`config.mk`:
```
export PLATFORM = sky130hd
export DESIGN_NAME = bdtf_divider
export DESIGN_NICKNAME = d
export VERILOG_FILES = /design/src/bdtf_pkg.sv /design/src/bdtf_divider.sv
export SDC_FILE = /design/constraint.sdc
export NUM_CORES = 1
export LEC_CHECK = 0
export ABC_AREA = 1
export BUFFER_PORTS_ARGS = -buffer_cell sky130_fd_sc_hd__buf_2
export CAP_MARGIN = 40
export CORE_UTILIZATION = 55
export CTS_BUF_LIST = sky130_fd_sc_hd__clkbuf_8
export CTS_CLUSTER_DIAMETER = 100
export DETAILED_ROUTE_END_ITERATION = 12
export PLACE_DENSITY = 0.88
export SYNTH_ARGS = -nofsm -noshare
export SYNTH_HDL_FRONTEND = slang
export SYNTH_SLANG_ARGS = --single-unit
```
`constraint.sdc`:
```
create_clock -name clk -period 2.9 [get_ports clk]
set_input_delay 0.145 -clock clk [delete_from_list [all_inputs] [get_ports clk]]
set_output_delay 0.145 -clock clk [all_outputs]
set_load 0.005 [all_outputs]
```
`src/bdtf_pkg.sv`:
```
// ----------------------------------------------------------------------------
// bdtf_pkg
// shared types and constants of the barycentric depth-tested fragment unit
// ----------------------------------------------------------------------------
package bdtf_pkg;

    localparam int COORD_W  = 12;
    localparam int DEPTH_W  = 16;
    localparam int COLOR_W  = 24;
    // edge differences are 13 bits, products 26 bits, sums of two 27 bits
    localparam int DIFF_W   = 13;
    localparam int CROSS_W  = 28;
    // weighted depth sum: 16 x 28 products, three of them
    localparam int NUM_W    = 46;

    localparam logic OP_LOAD = 1'b0;
    localparam logic OP_FRAG = 1'b1;

    localparam logic signed [DEPTH_W-1:0] DEPTH_MIN = 16'sh8000;

    typedef struct packed {
        logic signed [COORD_W-1:0] x;
        logic signed [COORD_W-1:0] y;
        logic signed [DEPTH_W-1:0] z;
    } vertex_t;

endpackage

```
`src/bdtf_divider.sv`:
```
// ----------------------------------------------------------------------------
// bdtf_divider
// restoring signed divider, one quotient bit per cycle, truncates toward zero
// ----------------------------------------------------------------------------
module bdtf_divider
    import bdtf_pkg::*;
(
    input  logic                      clk,
    input  logic                      rst_n,
    input  logic                      start,
    input  logic signed [NUM_W-1:0]   dividend,
    input  logic        [CROSS_W-1:0] divisor,
    output logic                      done,
    output logic signed [DEPTH_W-1:0] quotient
);

    localparam int CNT_W = $clog2(NUM_W + 1);

    logic [NUM_W-1:0]   quo_reg, quo_next;
    logic [CROSS_W:0]   rem_reg, rem_next;
    logic [CROSS_W-1:0] den_reg;
    logic               neg_reg;
    logic [CNT_W-1:0]   cnt_reg, cnt_next;
    logic               busy_reg, busy_next;
    logic [CROSS_W:0]   trial;
    logic [NUM_W-1:0]   mag;
    logic [NUM_W-1:0]   final_q;

    assign mag = dividend[NUM_W-1] ? NUM_W'(-dividend) : NUM_W'(dividend);
    assign trial = {rem_reg[CROSS_W-1:0], quo_reg[NUM_W-1]};

    always_comb
    begin
        quo_next  = quo_reg;
        rem_next  = rem_reg;
        cnt_next  = cnt_reg;
        busy_next = busy_reg;
        if (start)
        begin
            quo_next  = mag;
            rem_next  = '0;
            cnt_next  = CNT_W'(NUM_W);
            busy_next = 1'b1;
        end
        else if (busy_reg)
        begin
            if (trial >= {1'b0, den_reg})
            begin
                rem_next = trial - {1'b0, den_reg};
                quo_next = {quo_reg[NUM_W-2:0], 1'b1};
            end
            else
            begin
                rem_next = trial;
                quo_next = {quo_reg[NUM_W-2:0], 1'b0};
            end
            cnt_next = cnt_reg - 1'b1;
            if (cnt_reg == CNT_W'(1))
                busy_next = 1'b0;
        end
    end

    always_ff @(posedge clk or negedge rst_n)
    begin
        if (!rst_n)
        begin
            busy_reg <= 1'b0;
            cnt_reg  <= '0;
        end
        else
        begin
            busy_reg <= busy_next;
            cnt_reg  <= cnt_next;
        end
    end

    always_ff @(posedge clk)
    begin
        quo_reg <= quo_next;
        rem_reg <= rem_next;
        if (start)
        begin
            den_reg <= divisor;
            neg_reg <= dividend[NUM_W-1];
        end
    end

    assign done     = busy_reg && !busy_next;
    // value after the final step is taken from quo_next
    assign final_q  = neg_reg ? (~quo_next + 1'b1) : quo_next;
    assign quotient = DEPTH_W'(final_q);

endmodule

```
==> results of run 1 <==
-- cell families (layout without fill, tap and decap cells) --
kind of cell | count (synthesis) | count (layout) | synth area share
compound gates | 198 | 198 | 0.135
xor+xnor | 30 | 30 | 0.0324
fa+ha+maj | 33 | 33 | 0.0518
buf+inv | 197 | 341 | 0.0952
flops | 110 | 110 | 0.349
mux | 2 | 2 | 0.00247
simple gates | 639 | 639 | 0.334
-- per-stage QoR --
stage / total power, uW / std cells
6_report: 6760 / 1537
5_1_grt: 7200 / 1537
4_1_cts: 6490 / 1528
3_5_place_dp: 4900 / 1474
3_3_place_gp: 4860 / 1474
2_1_floorplan: 4120 / 1209
-- area by class of cell --
type | count | area, um2 | area share
multi-input combinational | 902 | 5090 | 0.508
clock buffer | 9 | 124 | 0.0124
inverter | 167 | 632 | 0.0631
timing repair buffer | 158 | 1030 | 0.102
tap | 184 | 230 | 0.0230
sequential | 110 | 2830 | 0.283
clock inverter | 7 | 81.3 | 0.00813
-- cells in the final DEF (no fill, tap or decap), drive strengths merged, types with 4 or more instances in the layout --
| master | n |
|---|---|
| nand3 | 90 |
| nor3 | 14 |
| nor4 | 6 |
| clkbuf | 9 |
| inv | 170 |
| buf | 129 |
| dfxtp | 44 |
| nand2 | 356 |
| xor2 | 22 |
| dlygate4sd3 | 29 |
| nand4 | 15 |
| a21oi | 58 |
| o21ai | 96 |
| xnor2 | 8 |
| nor2 | 149 |
| dfrtp | 7 |
| o22ai | 14 |
| ha | 32 |
| o21bai | 9 |
| a31oi | 4 |
| edfxtp | 59 |
-- synth_stat cells, types with 22 or more instances --
cell type / number
inv_1: 155
edfxtp_1: 59
xor2_1: 22
dfxtp_1: 44
a21oi_1: 58
o21ai_0: 82
nor2_1: 137
nand2_1: 349
nand3_1: 88
ha_1: 32
-- path summary, 6_finish.rpt --
| kind | from | to | slack, ps | cells after the start |
|---|---|---|---|---|
| worst max-delay path | rem_reg[10]$_SDFFE_PP0P_ | quotient[10] | -120 | 21 |
| max in group asynchronous | rst_n | busy_reg$_DFF_PN0_ | 2630 | 2 |
| worst min-delay path | rst_n | busy_reg$_DFF_PN0_ | 90 | 2 |
| min in group clk | dividend[33] | quo_reg[33]$_DFFE_PP_ | 100 | 3 |
| worst min register to register | cnt_reg[4]$_DFFE_PN0P_ | cnt_reg[4]$_DFFE_PN0P_ | 510 | 1 |
| worst max register to register | den_reg[8]$_DFFE_PP_ | rem_reg[17]$_SDFFE_PP0P_ | 250 | 17 |
-- worst reg2reg max path, cell delays in order (launching register included) --
cell and delay (ps):
edfxtp_1 360, inv_2 50, ha_4 300, nand2_1 90, inv_2 70, nand2_2 70
nor3_2 210, nand2_2 80, nand2_2 110, nand2_2 70, nand2_4 70, buf_4 110
buf_4 340, inv_2 220, a21oi_1 170, o21ai_0 100, nand2_1 60, o21ai_0 70
-- power by group --
| group | internal [uW] | total (uW) | leakage [uW] | switching, uW |
|---|---|---|---|---|
| Clock | 414 | 1010 | 0.000105 | 597 |
| Sequential | 1930 | 2190 | 0.00105 | 257 |
| Combinational | 1490 | 3560 | 0.00343 | 2070 |
-- routing by layer --
layer | vias up | part of all wire | track usage
met5 | - | 0 | 0
met4 | 0 | 0.026 | 0.102
met3 | 53 | 0.072 | 0.0517
met2 | 378 | 0.48 | 0.544
met1 | 3848 | 0.43 | 0.400
li1 | 4216 | - | -
-- timing repair --
action	in CTS	in global routing
gates resized for setup	78	37
buffers inserted	9	10
cloned	0	0
hold buffers	29	0
pin swaps	24	13
endpoints found under the hold margin	35	0
endpoints found under the setup margin	7	16
==> impl_metrics.py, run 1 <==
metrics = {
    "flow_run": {
        "drv_cap": 0,
    },
    "timing": {
        "finalSetupViolCount": 5,
        "max_freq_ghz": 0.331,
        "slew_headroom": 0.585,
        "tns_ps": -472,
        "setup_ws_ps": -119,
        "final_hold_viol_count": 0,
        "slew_viol_final": 0,
        "finalCritPeriodShare": 1.04,
        "worst-slew-pin-transition_ps": 622,
        "finalCriticalPeriod_ps": 3020,
        "hold_slack_ps": 94.1,
        "rsz0062_at_grt": "yes",
        "clock_skew_ps": 15.4,
    },
    "floorplan": {
        "rows": 44,
        "initial_core_util": 0.560,
        "ioPinCount": 94,
        "core_area_um2": 14500,
        "die_h_um": 123,
        "die-width_um": 123,
        "die_area_um2": 15200,
    },
    "logic_synthesis": {
        "synth_area_um2": 8110,
        "async_flop_share": 0.0636,
        "syn_nets": 1319,
        "ys_seq_area_frac": 0.349,
        "synth_area_leaders": "edfxtp_1 22%, nand2_1 16%, dfxtp_1 11%",
        "synth_top_area_cell": "edfxtp_1",
        "synth_cell_type_count": 53,
        "syn_area_per_cell_um2": 6.71,
        "synth_edf_count": 59,
        "netlist.area_leader.share": 0.218,
        "postSynthCellCount": 1209,
        "ys.flop_type": "edfxtp_1",
        "yosys_warnings": 0,
        "synth_seq_cells": 110,
    },
    "setup_path": {
        "critical_path.top_delay_family": "simple AND/OR/NAND/NOR gates",
        "crit_chain": "ha_4 > nand2_2 > inv_1 > nand2_1 > nand2_2 > a21oi_2 > nand2_2 > nand2_2 > nand2_4 > nand2_4 > nand2_4 > inv_4 > ha_4 > inv_2 > nor2_4 > nand4_4 > nor2_4 > nand2_2 > nand2_4 > xor2_1 > buf_2",
        "path_buf_inv": 4,
        "cp_max_fo": 4,
        "cpPeakStageDelay_ps": 430,
        "worstSetupPathType": "flop to output pin",
        "critPathCaptureType": "output pin",
        "slowest_stage": "dfxtp_1",
        "critPathArrivalTime_ps": 2870,
        "worstSetupStartpointType": "flop",
        "crit_required_ps": 2760,
        "path_common_cell": "nand2_2",
    },
    "power_and_ir_drop": {
        "cellLeakagePower_uw": 0.00459,
        "power.density_nw_per_um2": 676,
        "vdd_drop_max_v": 0.000336,
    },
    "place": {
        "io_buffers": 93,
        "pre_cts_slack_ps": 47.0,
        "dp_hpwl_um": 16900,
        "dpl_cell_area_um2": 8800,
        "place_congestion": 0.947,
    },
    "finish": {
        "fill_cells": 1246,
        "nets": 1458,
        "area_growth_syn_to_layout_pct": 23.4,
        "antenna_cells": 0,
        "drive_gt1_frac": 0.204,
        "largest_register_ffs": 46,
        "post-route-cell-area_um2": 10000,
        "fin_util": 0.691,
    },
    "drt": {
        "ant_nets": 0,
        "drt_iter0_drc": 736,
        "num_vias": 8495,
        "viasPerCell": 5.53,
        "dr.pass1.iters": 6,
        "drt-total-wl_um": 23700,
        "wl_per_cell_um": 15.4,
        "drc": 0,
    },
    "grt": {
        "grt_use_total": 0.316,
        "grt_max_degree": 49,
        "grt_pass1_wl_um": 37500,
        "grt_pass1_vias": 7907,
        "antenna_found_initial": 0,
        "grt_overflow": 0,
    },
    "outcome": {
        "run_status": "complete, but fails checks",
        "violations": "setup timing",
    },
    "cts": {
        "cts_buffers": 9,
        "cts_tree": "built",
        "clkSinkCount": 110,
        "clk_pin_slew_ps": 120,
        "h-tree-depth": 3,
        "clock_latency_ps": 400,
        "cts-root-buf": "clkbuf_8",
        "cts.path.max_buffers": 2,
    },
    "min_path": {
        "hold_path_class": "input pin to asynchronous set/reset pin",
    },
}
(Power assumes the default switching activity.)
==> inputs of run 2 (changes only) <==
- SETUP_SLACK_MARGIN: unset -> 0.05
==> impl_metrics.py, run 2 (same netlist as run 1, synthesis figures left out) <==
metrics = {
    "finish": {
        "area_growth_syn_to_layout_pct": 23.8,
        "mostFrequentLayoutCells": "310 x nand2_1, 141 x inv_1, 132 x nor2_1",
        "largest_register_ffs": 46,
        "seq_area_um2": 2830,
        "antenna_cells": 0,
        "final_common_cell": "nand2_1",
        "drive_gt1_frac": 0.208,
        "multiInputGateArea_um2": 5110,
        "nets": 1458,
        "fill_cells": 1237,
    },
    "grt": {
        "grt_max_degree": 49,
        "grt_overflow": 0,
        "grt_pass1_vias": 7917,
        "grt_use_total": 0.316,
        "antenna_found_initial": 0,
        "grt_pass1_wl_um": 37500,
    },
    "floorplan": {
        "initial_core_util": 0.560,
        "die_area_um2": 15200,
        "rows": 44,
        "ioPinCount": 94,
        "die_h_um": 123,
        "core_area_um2": 14500,
        "die-width_um": 123,
    },
    "power_and_ir_drop": {
        "power.density_nw_per_um2": 676,
        "cellLeakagePower_uw": 0.00461,
        "vdd_drop_max_v": 0.000337,
        "finalPower_uw": 6780,
    },
    "timing": {
        "slew_headroom": 0.564,
        "clock_skew_ps": 15.2,
        "max_freq_ghz": 0.332,
        "finalCriticalPeriod_ps": 3010,
        "tns_ps": -399,
        "slew_viol_final": 0,
        "finalSetupViolCount": 5,
        "final_hold_viol_count": 0,
        "worst-slew-pin-transition_ps": 655,
        "setup_ws_ps": -109,
        "finalCritPeriodShare": 1.04,
        "rsz0062_at_grt": "yes",
    },
    "cts": {
        "h-tree-depth": 3,
        "cts_tree": "built",
        "cts-root-buf": "clkbuf_8",
        "clk_pin_slew_ps": 120,
        "clock_latency_ps": 400,
        "clkSinkCount": 110,
        "cts.path.max_buffers": 2,
        "cts_buffers": 9,
    },
    "place": {
        "pre_cts_slack_ps": 47.0,
        "dp_hpwl_um": 16900,
        "place_congestion": 0.947,
        "io_buffers": 93,
    },
    "min_path": {
        "hold_path_class": "input pin to asynchronous set/reset pin",
    },
    "outcome": {
        "violations": "setup timing",
        "run_status": "complete, but fails checks",
    },
    "drt": {
        "viasPerCell": 5.54,
        "drt_iter0_drc": 693,
        "num_vias": 8518,
        "top_layer_used": "met4",
        "wl_per_cell_um": 15.5,
        "wl_met1_um": 10100,
        "drc": 0,
        "drt-total-wl_um": 23800,
        "wl_met2_um": 11300,
        "ant_nets": 0,
        "wl_met3_um": 1810,
        "dr.pass1.iters": 6,
    },
    "setup_path": {
        "reg2regPathDepth": 17,
        "crit_required_ps": 2760,
        "cp_max_fo": 4,
        "worstSetupPathType": "flop to output pin",
        "critPathCaptureType": "output pin",
        "critPathArrivalTime_ps": 2860,
        "worstSetupStartpointType": "flop",
    },
    "flow_run": {
        "drv_cap": 0,
    },
}
run 2: changes by cell type in the layout (fill, tap and decap cells not counted):
cell and delta:
nor3_4 +1, nand2_4 +2, nor3_2 -1, nand2_1 -5
nand2_2 +3, buf_4 -1, buf_6 +1
run 2: path summary, 6_finish.rpt:
check,slack [ps],to,start
setup / recovery,-110,quotient[10],rem_reg[10]$_SDFFE_PP0P_
hold / removal,100,busy_reg$_DFF_PN0_,rst_n
setup reg to reg,250,rem_reg[17]$_SDFFE_PP0P_,den_reg[8]$_DFFE_PP_
hold reg to reg,510,cnt_reg[4]$_DFFE_PN0P_,cnt_reg[4]$_DFFE_PN0P_
max in group asynchronous,2630,busy_reg$_DFF_PN0_,rst_n
min in group clk,100,quo_reg[33]$_DFFE_PP_,dividend[33]
run 2: final cells by class:
class,instances,share of cell area
Timing Repair Buffer,158,0.103
Multi-Input combinational cell,902,0.509
Inverter,167,0.0629
Sequential cell,110,0.282
Clock inverter,7,0.00810
Tap cell,184,0.0229
Clock buffer,9,0.0123
run 2: layer usage:
| layer | global-route usage | vias up |
|---|---|---|
| met5 | 0 | - |
| met4 | 0.103 | 0 |
| met3 | 0.0517 | 52 |
| met2 | 0.545 | 420 |
| met1 | 0.400 | 3828 |
| li1 | - | 4218 |
run 2: critical path: stages, from the launching register on:
cell and delay (ps):
dfxtp_1 430, ha_4 260, nand2_2 120, inv_1 50, nand2_1 70, nand2_2 70, a21oi_2 120, nand2_2 90
nand2_2 80, nand2_4 60, nand2_4 70, nand2_4 50, inv_4 60, ha_4 110, inv_2 40, nor2_4 110
nand4_4 110, nor2_4 120, nand2_2 80, nand2_4 70, xor2_1 150, buf_2 130
run 2: report_power, final:
group          internal [uW]  leakage [uW]  total, uW  switching, uW
logic                   1490       0.00345       3580           2090
registers               1930       0.00105       2190            258
clock network            414      0.000105       1010            594
total                   3840       0.00461       6780           2940
run 2: per-stage QoR:
| stage | std cells | utilization | area (um2) | hold slack, ps |
|---|---|---|---|---|
| after floorplan | 1209 | - | 8110 | -151 |
| after global placement | 1474 | 0.608 | 8800 | -13.4 |
| after detailed placement | 1474 | 0.608 | 8800 | -2.29 |
| after CTS | 1528 | 0.678 | 9820 | 75.9 |
| after global routing | 1537 | 0.694 | 10000 | 104 |
| final | 1537 | 0.694 | 10000 | 95.4 |
run 2: what timing repair did:
| item | 4_1_cts | 5_1_grt |
|---|---|---|
| setup buffers | 9 | 10 |
| resized for setup | 79 | 45 |
| endpoints found under the setup margin | 10 | 16 |
| hold buffers | 29 | 0 |
| endpoints found under the hold margin | 35 | 0 |
| pin swaps | 24 | 17 |
